## config.mk

```make
export PLATFORM = sky130hd
export DESIGN_NAME = mtg_seq
export DESIGN_NICKNAME = d
export VERILOG_FILES = /design/src/design/mtg_pkg.sv /design/src/design/mtg_key_store.sv /design/src/design/mtg_seq.sv
export SDC_FILE = /design/constraint.sdc
export NUM_CORES = 2
export LEC_CHECK = 0
export BUFFER_PORTS_ARGS = -buffer_cell sky130_fd_sc_hd__buf_2
export CAP_MARGIN = 20
export CELL_PAD_IN_SITES_DETAIL_PLACEMENT = 1
export CELL_PAD_IN_SITES_GLOBAL_PLACEMENT = 2
export CORE_MARGIN = 5
export CORE_UTILIZATION = 30
export DETAILED_ROUTE_END_ITERATION = 8
export PLACE_DENSITY_LB_ADDON = 0.12
export SETUP_SLACK_MARGIN = 0.1
export SLEW_MARGIN = 20
export SYNTH_ARGS = -nofsm -noshare
export SYNTH_HDL_FRONTEND = slang
export SYNTH_SLANG_ARGS = --single-unit
```

## constraint.sdc

```tcl
create_clock -name i_clk -period 9.7 [get_ports i_clk]
set_input_delay 0.485 -clock i_clk [delete_from_list [all_inputs] [get_ports i_clk]]
set_output_delay 0.485 -clock i_clk [all_outputs]
set_load 0.02 [all_outputs]
```

## src/design/mtg_pkg.sv

```systemverilog
`timescale 1ns / 1ps
package mtg_pkg;

    localparam int WORD_W          = 32;
    localparam int STATE_DEPTH     = 624;
    localparam int TWIST_OFFSET    = 397;
    localparam int KEY_MAX_DEFAULT = 16;
    localparam int IDX_W           = $clog2(STATE_DEPTH);

    localparam logic [WORD_W-1:0] TWIST_MATRIX  = 32'h9908_b0df;
    localparam logic [WORD_W-1:0] HIGH_BIT      = 32'h8000_0000;
    localparam logic [WORD_W-1:0] LOW_BITS      = 32'h7fff_ffff;
    localparam logic [WORD_W-1:0] TEMPER_B      = 32'h9d2c_5680;
    localparam logic [WORD_W-1:0] TEMPER_C      = 32'hefc6_0000;
    localparam logic [WORD_W-1:0] SEED_MULT     = 32'd1812433253;
    localparam logic [WORD_W-1:0] KEY_MULT_A    = 32'd1664525;
    localparam logic [WORD_W-1:0] KEY_MULT_B    = 32'd1566083941;
    localparam logic [WORD_W-1:0] KEY_BASE_SEED = 32'd19650218;
    localparam logic [WORD_W-1:0] DEFAULT_SEED  = 32'd5489;

    typedef logic [WORD_W-1:0] t_word;

    typedef enum logic [1:0] {
        OP_GENERATE   = 2'd0,
        OP_SEED_VALUE = 2'd1,
        OP_PUSH_KEY   = 2'd2,
        OP_SEED_KEY   = 2'd3
    } t_opcode;

    typedef enum logic [2:0] {
        ST_IDLE,
        ST_SEED,
        ST_KEY_MIX,
        ST_KEY_FINISH,
        ST_ALIGN,
        ST_GEN
    } t_state;

    typedef struct packed {
        logic  shift;
        t_word word;
    } t_ring_ctl;

    typedef struct packed {
        t_word head;
        t_word next;
        t_word far;
    } t_ring_taps;

    typedef struct packed {
        logic  valid;
        t_word word;
    } t_gen_push;

    function automatic t_word fold30(input t_word x);
        return x ^ (x >> 30);
    endfunction

    function automatic t_word mul32(input t_word a, input t_word b);
        t_word p;
        p = a * b;
        return p;
    endfunction

    function automatic t_word temper(input t_word x);
        t_word y;
        y = x ^ (x >> 11);
        y = y ^ ((y << 7) & TEMPER_B);
        y = y ^ ((y << 15) & TEMPER_C);
        y = y ^ (y >> 18);
        return y;
    endfunction

    function automatic t_word twist(input t_word head, input t_word next, input t_word far);
        t_word y;
        y = (head & HIGH_BIT) | (next & LOW_BITS);
        return far ^ (y >> 1) ^ (y[0] ? TWIST_MATRIX : '0);
    endfunction

endpackage

```

## src/design/mtg_key_store.sv

```systemverilog
`timescale 1ns / 1ps
module mtg_key_store
    import mtg_pkg::*;
#(
    parameter  int KEY_MAX = KEY_MAX_DEFAULT,
    localparam int KAW     = (KEY_MAX > 1) ? $clog2(KEY_MAX) : 1
) (
    input  logic           i_clk,
    input  logic           i_we,
    input  logic [KAW-1:0] i_waddr,
    input  t_word          i_wdata,
    input  logic [KAW-1:0] i_raddr,
    output t_word          o_rdata
);

    t_word r_mem [KEY_MAX];
    t_word r_rdata;

    always_ff @(posedge i_clk) begin
        if (i_we) begin
            r_mem[i_waddr] <= i_wdata;
        end
    end

    always_ff @(posedge i_clk) begin
        r_rdata <= r_mem[i_raddr];
    end

    assign o_rdata = r_rdata;

endmodule

```

## src/design/mtg_seq.sv

```systemverilog
`timescale 1ns / 1ps
module mtg_seq
    import mtg_pkg::*;
#(
    parameter int KEY_MAX = KEY_MAX_DEFAULT
) (
    input  logic       i_clk,
    input  logic       i_rst_n,
    input  logic       i_take,
    input  t_opcode    i_opcode,
    input  t_word      i_value,
    input  t_ring_taps i_taps,
    output logic       o_idle,
    output t_ring_ctl  o_ring,
    output t_gen_push  o_gen
);

    localparam int KCW = $clog2(KEY_MAX + 1);
    localparam int KAW = (KEY_MAX > 1) ? $clog2(KEY_MAX) : 1;
    localparam logic [IDX_W-1:0] LAST_IDX    = IDX_W'(STATE_DEPTH - 1);
    localparam logic [IDX_W-1:0] FINISH_LAST = IDX_W'(STATE_DEPTH - 2);

    t_state           r_state,       n_state;
    logic             r_seeded,      n_seeded;
    logic             r_gen_pending, n_gen_pending;
    logic             r_key_mode,    n_key_mode;
    logic             r_first,       n_first;
    logic             r_phase,       n_phase;
    logic [IDX_W-1:0] r_cnt,         n_cnt;
    logic [IDX_W-1:0] r_idx,         n_idx;
    t_word            r_prev,        n_prev;
    t_word            r_prod,        n_prod;
    logic [KCW-1:0]   r_key_count,   n_key_count;
    logic [KCW-1:0]   r_key_len,     n_key_len;
    logic             r_key_zero,    n_key_zero;
    logic [KAW-1:0]   r_j,           n_j;

    logic             w_key_we;
    t_word            w_key_rdata;
    logic             w_start_seed;
    t_word            w_seed_word;
    t_word            w_twist;
    t_word            w_mul_const;
    t_word            w_mul;
    t_word            w_key_word;
    t_word            w_seed_next;
    t_word            w_mix_word;
    t_word            w_finish_word;
    t_word            w_head_sel;
    logic [IDX_W-1:0] w_idx_next;
    logic             w_j_last;

    mtg_key_store #(
        .KEY_MAX (KEY_MAX)
    ) u_key_store (
        .i_clk   (i_clk),
        .i_we    (w_key_we),
        .i_waddr (r_key_count[KAW-1:0]),
        .i_wdata (i_value),
        .i_raddr (r_j),
        .o_rdata (w_key_rdata)
    );

    assign w_start_seed = i_take && ((i_opcode == OP_GENERATE && !r_seeded)
                                     || i_opcode == OP_SEED_VALUE
                                     || i_opcode == OP_SEED_KEY);
    assign w_seed_word  = (i_opcode == OP_SEED_VALUE) ? i_value :
                          (i_opcode == OP_SEED_KEY)   ? KEY_BASE_SEED : DEFAULT_SEED;
    assign w_twist      = twist(i_taps.head, i_taps.next, i_taps.far);
    assign w_mul_const  = (r_state == ST_SEED)    ? SEED_MULT :
                          (r_state == ST_KEY_MIX) ? KEY_MULT_A : KEY_MULT_B;
    assign w_mul        = mul32(fold30(r_prev), w_mul_const);
    assign w_key_word   = r_key_zero ? '0 : w_key_rdata;
    assign w_seed_next  = r_prod + WORD_W'(r_cnt);
    assign w_mix_word   = (i_taps.head ^ r_prod) + w_key_word + WORD_W'(r_j);
    assign w_finish_word = (i_taps.head ^ r_prod) - WORD_W'(r_idx);
    assign w_head_sel   = r_first ? i_taps.head : r_prev;
    assign w_idx_next   = (r_idx == LAST_IDX) ? '0 : r_idx + IDX_W'(1);
    assign w_j_last     = (KCW'(r_j) + KCW'(1)) == r_key_len;

    always_comb begin
        n_state = r_state;
        case (r_state)
            ST_IDLE: begin
                if (w_start_seed) begin
                    n_state = ST_SEED;
                end
            end
            ST_SEED: begin
                if (r_phase && r_cnt == LAST_IDX) begin
                    if (r_key_mode) begin
                        n_state = ST_KEY_MIX;
                    end else if (r_gen_pending) begin
                        n_state = ST_GEN;
                    end else begin
                        n_state = ST_IDLE;
                    end
                end
            end
            ST_KEY_MIX: begin
                if (r_idx != '0 && r_phase && r_cnt == LAST_IDX) begin
                    n_state = ST_KEY_FINISH;
                end
            end
            ST_KEY_FINISH: begin
                if (r_idx != '0 && r_phase && r_cnt == FINISH_LAST) begin
                    n_state = ST_ALIGN;
                end
            end
            ST_ALIGN: begin
                if (r_first && r_idx == LAST_IDX) begin
                    n_state = ST_IDLE;
                end
            end
            ST_GEN: begin
                n_state = ST_IDLE;
            end
            default: begin
                n_state = ST_IDLE;
            end
        endcase
    end

    always_comb begin
        n_seeded      = r_seeded;
        n_gen_pending = r_gen_pending;
        n_key_mode    = r_key_mode;
        n_first       = r_first;
        n_phase       = r_phase;
        n_cnt         = r_cnt;
        n_idx         = r_idx;
        n_prev        = r_prev;
        n_prod        = r_prod;
        n_key_count   = r_key_count;
        n_key_len     = r_key_len;
        n_key_zero    = r_key_zero;
        n_j           = r_j;
        w_key_we      = 1'b0;
        o_ring.shift  = 1'b0;
        o_ring.word   = i_taps.head;
        o_gen.valid   = 1'b0;
        o_gen.word    = temper(w_twist);
        case (r_state)
            ST_IDLE: begin
                if (w_start_seed) begin
                    // word 0 of the seed enters the chain right away
                    o_ring.shift  = 1'b1;
                    o_ring.word   = w_seed_word;
                    n_prev        = w_seed_word;
                    n_cnt         = IDX_W'(1);
                    n_phase       = 1'b0;
                    n_gen_pending = (i_opcode == OP_GENERATE);
                    n_key_mode    = (i_opcode == OP_SEED_KEY);
                    if (i_opcode == OP_SEED_KEY) begin
                        n_key_zero  = (r_key_count == '0);
                        n_key_len   = (r_key_count == '0) ? KCW'(1) : r_key_count;
                        n_key_count = '0;
                    end
                end else if (i_take && i_opcode == OP_GENERATE) begin
                    o_ring.shift = 1'b1;
                    o_ring.word  = w_twist;
                    o_gen.valid  = 1'b1;
                end else if (i_take && i_opcode == OP_PUSH_KEY) begin
                    if (r_key_count < KCW'(KEY_MAX)) begin
                        w_key_we    = 1'b1;
                        n_key_count = r_key_count + KCW'(1);
                    end
                end
            end
            ST_SEED: begin
                if (!r_phase) begin
                    n_prod  = w_mul;
                    n_phase = 1'b1;
                end else begin
                    o_ring.shift = 1'b1;
                    o_ring.word  = w_seed_next;
                    n_prev       = w_seed_next;
                    n_cnt        = r_cnt + IDX_W'(1);
                    n_phase      = 1'b0;
                    if (r_cnt == LAST_IDX) begin
                        n_seeded = 1'b1;
                        n_cnt    = '0;
                        n_idx    = '0;
                        n_first  = 1'b1;
                        n_j      = '0;
                    end
                end
            end
            ST_KEY_MIX: begin
                if (r_idx == '0) begin
                    // word 0 is kept on the first pass, then copies the last word
                    o_ring.shift = 1'b1;
                    o_ring.word  = w_head_sel;
                    n_prev       = w_head_sel;
                    n_first      = 1'b0;
                    n_idx        = w_idx_next;
                end else if (!r_phase) begin
                    n_prod  = w_mul;
                    n_phase = 1'b1;
                end else begin
                    o_ring.shift = 1'b1;
                    o_ring.word  = w_mix_word;
                    n_prev       = w_mix_word;
                    n_idx        = w_idx_next;
                    n_phase      = 1'b0;
                    n_j          = w_j_last ? '0 : r_j + KAW'(1);
                    n_cnt        = (r_cnt == LAST_IDX) ? '0 : r_cnt + IDX_W'(1);
                end
            end
            ST_KEY_FINISH: begin
                if (r_idx == '0) begin
                    o_ring.shift = 1'b1;
                    o_ring.word  = r_prev;
                    n_idx        = w_idx_next;
                end else if (!r_phase) begin
                    n_prod  = w_mul;
                    n_phase = 1'b1;
                end else begin
                    o_ring.shift = 1'b1;
                    o_ring.word  = w_finish_word;
                    n_prev       = w_finish_word;
                    n_idx        = w_idx_next;
                    n_phase      = 1'b0;
                    n_cnt        = r_cnt + IDX_W'(1);
                end
            end
            ST_ALIGN: begin
                // one lap to force word 0, then on until word 0 is at the head
                o_ring.shift = 1'b1;
                n_idx        = w_idx_next;
                if (r_idx == '0) begin
                    o_ring.word = HIGH_BIT;
                    n_first     = 1'b1;
                end
            end
            ST_GEN: begin
                o_ring.shift  = 1'b1;
                o_ring.word   = w_twist;
                o_gen.valid   = 1'b1;
                n_gen_pending = 1'b0;
            end
            default: begin
                n_gen_pending = 1'b0;
            end
        endcase
    end

    assign o_idle = (r_state == ST_IDLE);

    always_ff @(posedge i_clk) begin
        if (!i_rst_n) begin
            r_state       <= ST_IDLE;
            r_seeded      <= 1'b0;
            r_gen_pending <= 1'b0;
            r_key_mode    <= 1'b0;
            r_first       <= 1'b0;
            r_phase       <= 1'b0;
            r_cnt         <= '0;
            r_idx         <= '0;
            r_key_count   <= '0;
            r_key_len     <= '0;
            r_key_zero    <= 1'b0;
            r_j           <= '0;
        end else begin
            r_state       <= n_state;
            r_seeded      <= n_seeded;
            r_gen_pending <= n_gen_pending;
            r_key_mode    <= n_key_mode;
            r_first       <= n_first;
            r_phase       <= n_phase;
            r_cnt         <= n_cnt;
            r_idx         <= n_idx;
            r_key_count   <= n_key_count;
            r_key_len     <= n_key_len;
            r_key_zero    <= n_key_zero;
            r_j           <= n_j;
        end
    end

    always_ff @(posedge i_clk) begin
        r_prev <= n_prev;
        r_prod <= n_prod;
    end

`ifndef ASSERT_OFF
    a_gen_after_seed: assert property (@(posedge i_clk) disable iff (!i_rst_n)
        o_gen.valid |-> r_seeded)
        else $error("word generated from a state that was never seeded");

    a_key_count_bound: assert property (@(posedge i_clk) disable iff (!i_rst_n)
        r_key_count <= KCW'(KEY_MAX))
        else $error("key count beyond key capacity");

    a_key_len_nonzero: assert property (@(posedge i_clk) disable iff (!i_rst_n)
        (r_state == ST_KEY_MIX) |-> (r_key_len != '0 && KCW'(r_j) < r_key_len))
        else $error("key index outside key length during mixing");
`endif

endmodule

```

# After elaboration in Yosys (flattened, before gate mapping)
# Memory sizes are Yosys's and may differ from the RTL's. A register that Yosys moved wholly into a read port is not among the register bits.
# Cells that the tools add are included.
# classes
magnitude_cmp	1
mul	1
n_mux	80
n_eq_ne	30
add_sub_neg	9
reduce_logical	40
bitwise_logic	10
# op_table
op	count
2-to-1 mux 32 bit	13
2-to-1 mux 33 bit	7
one-hot mux 33 bit (6 select lines)	1
one-hot mux 32 bit (4 select lines)	1
XOR 32 bit	4
2-to-1 mux 10 bit	11
one-hot mux 32 bit (2 select lines)	1
2-to-1 mux 31 bit	2
one-hot mux 10 bit (4 select lines)	1
adder 32 x 10 -> 32 bit	1
adder 32 bit	1
adder 32 x 4 -> 32 bit	1
multiplier 32 x 31 -> 32 bit	1
OR 32 x 31 -> 32 bit	1
subtractor 32 x 10 -> 32 bit	1
XOR 32 x 14 -> 32 bit	1
XOR 32 x 2 -> 32 bit	1
XOR 32 x 21 -> 32 bit	1
XOR 32 x 31 -> 32 bit	1
== test 10 bit, second input constant	3
2-to-1 mux 5 bit	6
one-hot mux 10 bit (3 select lines)	1
2-to-1 mux 25 bit	1
AND reduction 5 bit	5
other kinds (40)	104
# word_totals
wordCells	186
memories	1
output_inout_bits	67
input_bits	133
ramBits	512
ff_bits	107
# memory_table
name	depth	word_bits	rd	rd_clocked_by_memory_dff	write_ports	line	source
u_key_store.r_mem	16	32	1	1	1	mtg_key_store.sv:16	t_word r_mem [KEY_MAX];

# Longest topological paths before layout
# logic_depth
depth_word	9
mapped_depth	32
depth_no_buf	28

# Hierarchy
# Synthesis repeated with hierarchy kept, for this count alone.
# unflattened
hier_cells	3891
area_unflattened_um2	44906.8
# modules_own_cells
mod	area_each_um2	cells_per_inst	seq_area_each_um2	n_inst
mtg_seq	25071.5	3053	2782.7	1
mtg_key_store	19835.3	838	16015.4	1

# Worst setup path after synthesis
# Ideal clock, no wire load.
# synth_path
kind	reg2reg
startpoint	register r_state[2]
endpoint	register r_prod[29] (data pin)
path_buffers	4
period_less_slack_ps	7957
setup_ps	266
slack_ps	1743
t_required_ps	9434
path_stages_with_launch	29
arrival_time_ps	7691
path_cell_list	dfxtp_1 nand2b_1 nor2_1 clkbuf_1 clkbuf_1 buf_1 buf_1 nor2_1 ha_1 fa_1 fa_1 inv_1 fa_1 inv_1 fa_1 fa_1 fa_1 inv_1 fa_1 inv_1 ha_1 a21o_1 a21oi_1 nand3b_1 o211a_1 o21a_1 o21a_1 o41ai_1 xnor2_1
# synth_via
elab_chain_cells	7
elab_cells_between_ends	10
cone_classes	mul: 1; eq/ne: 3; mux: 5; reduce/logical: 1
# synth_lines
element	line	source
start, declared	mtg_seq.sv:23	t_state r_state, n_state;
start signal, assigned	mtg_seq.sv:265	r_state <= n_state;
== test 3 x 2 -> 1 bit	mtg_seq.sv:71	(r_state == ST_KEY_MIX) ? KEY_MULT_A : KEY_MULT_B;
2-to-1 mux 31 bit	mtg_seq.sv:71	
2-to-1 mux 31 bit (*)	mtg_seq.sv:70	assign w_mul_const = (r_state == ST_SEED) ? SEED_MULT :
multiplier 32 x 31 -> 32 bit (*)	mtg_pkg.sv:61	p = a * b;
net w_mul[29]	mtg_seq.sv:44	t_word w_mul;
2-to-1 mux 32 bit (*)	mtg_seq.sv:171, mtg_seq.sv:197, mtg_seq.sv:215	
2-to-1 mux 32 bit	mtg_seq.sv:211	if (r_idx == '0) begin
one-hot mux 32 bit (2 select lines) (*)	mtg_seq.sv:143	case (r_state)
end signal, assigned	mtg_seq.sv:282	r_prod <= n_prod;
end, declared	mtg_seq.sv:32	t_word r_prod, n_prod;
# The timed path passes the listed nets; every way through them passes the cells marked *. The select of a mux whose other input is x is not followed.
# A chain may end at the register's enable or synchronous reset.

# Final worst setup path
# Ends and elaborated chain as after synthesis.

==> metrics.txt <==
FFs w/ async S/R, synth=0%; status=finished clean; number of buffers and inverters on the critical path=5; number of library cell types mapped by synthesis=88; timing-limited maximum frequency=120 MHz; Top Ports=200; type of destination of the critical path=flop; Post-Route WL=183 mm; Tmin final=8340 ps; cell area after technology mapping=45200 um^2; clk sink count=651; Warnings, synthesis=0; RSZ-0062 raised after global routing=no; Max Cap Violations=0; post-layout net count=4754; GRT overflow=0; vias per inst=5.16; synthesized area divided by synthesized cell count=11.8 um^2; CTS clock-pin slew for the worst setup and hold paths=60 ps; post-cts resize count=0; number of setup violations in the final report=0; clock latency on the worst-skew pair=700 ps; count of hold-fix buffers inserted at cts=0; critical path fanouts, max=19; Fin Clk Skew=45.5 ps; number of filler cells placed in the layout=16300; Post-Synthesis Cells=3829; Initial DRC Count=2271; total half-perimeter wirelength after legalization and detailed placement=138 mm; number of buffers added for setup after CTS=0; count of flip-flops with a built-in enable after synthesis=576; normalized max-slew margin=15.4%; slack of the worst reg-to-reg path=1360 ps; all-layer global routing usage=23.0%; number of buffers created by CTS=77; worst hold-check slack=215 ps; share of the clock period used by the worst path=86.0%; maximum number of buffers from clock root to sink=3; initial antenna violation count=28; prevailing post-synth register cell=sky130_fd_sc_hd__edfxtp_1; top cells by area in the synthesized netlist=sky130_fd_sc_hd__edfxtp_1 (38%), sky130_fd_sc_hd__fa_1 (12%), sky130_fd_sc_hd__mux4_2 (8.0%); wire length of the first global-routing pass=260 mm; # rows=142; sequential share of the synthesized area=41.6%; Chip Height=398 um; CP Launch Type=flop; layout overhead on the synthesized area=14.5%; antenna-violating nets left=0; final weighted congestion in routability-driven placement=0.866; Worst Max-Slew Pin Slew=1260 ps; required time of the critical path=10090 ps; number of global-route vias before repair=34300; maximum number of pins on one net before global-route repair=61; portion of synthesized cell area occupied by the leading cell type=38.3%; area leader, netlist=sky130_fd_sc_hd__edfxtp_1; core area=150000 um^2; number of buffer cells added on primary ports=198; register bit count reported by yosys=651; initial core utilization=30.2%; critical path start-end classification=reg -> reg; Fin Setup TNS=0 ps; cell repeated most along the worst path=sky130_fd_sc_hd__fa_1; layout cell share with drive strength beyond 1=15.9%; class of the most critical hold timing path=in -> reg; DRC=0; iteration count of the initial detailed-routing pass=6; maximum level of the CTS H-tree=3; Crit path max-delay family=adder cells; Final Slew Violations=0; buffer type at the clock tree root=sky130_fd_sc_hd__clkbuf_16; final number of hold-violating endpoints=0; WP data arrival=8730 ps; Die ar.=159000 um^2; CTS tree=built; via count of the routed design=31800; overall die width=398 um; crit path max-delay cell type=sky130_fd_sc_hd__fa_1; CP peak stage delay=520 ps; wire length per cell=29.8 um
## placed cells by master, fill, tap and decap left out, drive strengths merged, types with 32 or more instances in the layout
cell type / instances
a21oi: 174
and2: 32
buf: 308
clkbuf: 106
dfxtp: 75
edfxtp: 576
fa: 277
ha: 281
inv: 454
mux2i: 39
mux4: 160
nand2: 242
nand3: 56
nor2: 264
nor2b: 51
nor3: 58
o21ai: 144
xnor2: 201
xor2: 138
## stage by stage
stage	instance area (um^2)	util (%)	std cells	setup slack, ps
3_3_place_gp	49200	32.8	5999	1410
3_5_place_dp	49200	32.8	6000	1450
4_1_cts	51700	34.5	6143	1310
2_1_floorplan	45200	-	3839	1740
5_1_grt	51800	34.6	6144	1030
6_report	51800	34.6	6150	1360
## cell families after synthesis
group	share of synthesized area (%)
simple gates	8.47
flops	41.6
compound gates	9.20
buf+inv	5.17
fa+ha+maj	20.0
xor+xnor	6.60
mux	8.93
other cells	0.0166
## cell type report
| type | count | area (um^2) | area share (%) |
|---|---|---|---|
| clock inverter | 37 | 457 | 0.882 |
| tap | 2016 | 2520 | 4.87 |
| inverter | 457 | 1720 | 3.31 |
| sequential | 651 | 18800 | 36.3 |
| clock buffer | 106 | 2120 | 4.09 |
| timing repair buffer | 308 | 1820 | 3.51 |
| multi-input combinational | 2568 | 24300 | 47.0 |
| antenna | 7 | 17.5 | 0.0338 |
## registers in the layout (all words and copies together), names as in the netlist
| name | count |
|---|---|
| r_key_len | 5 |
| r_prev | 32 |
| u_key_store.o_rdata | 32 |
| r_cnt | 10 |
| r_key_zero | 1 |
| r_prod | 32 |
| u_key_store.r_mem | 512 |
| r_seeded | 1 |
| r_gen_pending | 1 |
| r_key_count | 5 |
| r_idx | 10 |
| r_phase | 1 |
| r_key_mode | 1 |
| r_state | 3 |
| r_first | 1 |
| r_j | 4 |
## Yosys cell counts (all sizes together), types with 12 or more instances
| cell | instances |
|---|---|
| and2 | 32 |
| dfxtp | 75 |
| inv | 450 |
| a211oi | 25 |
| fa | 277 |
| nand3 | 56 |
| nor3 | 58 |
| nand4 | 21 |
| and3 | 23 |
| xnor2 | 201 |
| a221o | 12 |
| nor2b | 51 |
| a31oi | 27 |
| o21a | 31 |
| mux4 | 160 |
| nand2b | 25 |
| edfxtp | 576 |
| mux2i | 39 |
| a21oi | 174 |
| ha | 281 |
| nand2 | 242 |
| a32oi | 16 |
| a22oi | 13 |
| o21ai | 144 |
| a221oi | 12 |
| nor4 | 12 |
| nor2 | 264 |
| xor2 | 138 |
| a21o | 30 |
| clkbuf | 125 |
| o211ai | 16 |
| buf | 38 |
## path summary, 6_finish.rpt
path	from	end	cells after the start
max	r_state[2]	r_prod[29]	26
min	i_value[8]	u_key_store.r_mem[7][8]	1
max reg2reg	r_state[2]	r_prod[29]	26
min reg2reg	r_key_len[3]	r_key_len[3]	2
## metal layers
| metal | GRT usage [%] | up-vias | wire (um) |
|---|---|---|---|
| li1 | - | 14100 | - |
| met1 | 30.8 | 16700 | 81100 |
| met2 | 39.2 | 781 | 88400 |
| met3 | 3.16 | 202 | 8250 |
| met4 | 6.48 | 14 | 5680 |
| met5 | 0 | - | 95 |
Power is not shown: default switching activity piles up to over one toggle a cycle in this logic, so the estimate is an artifact.
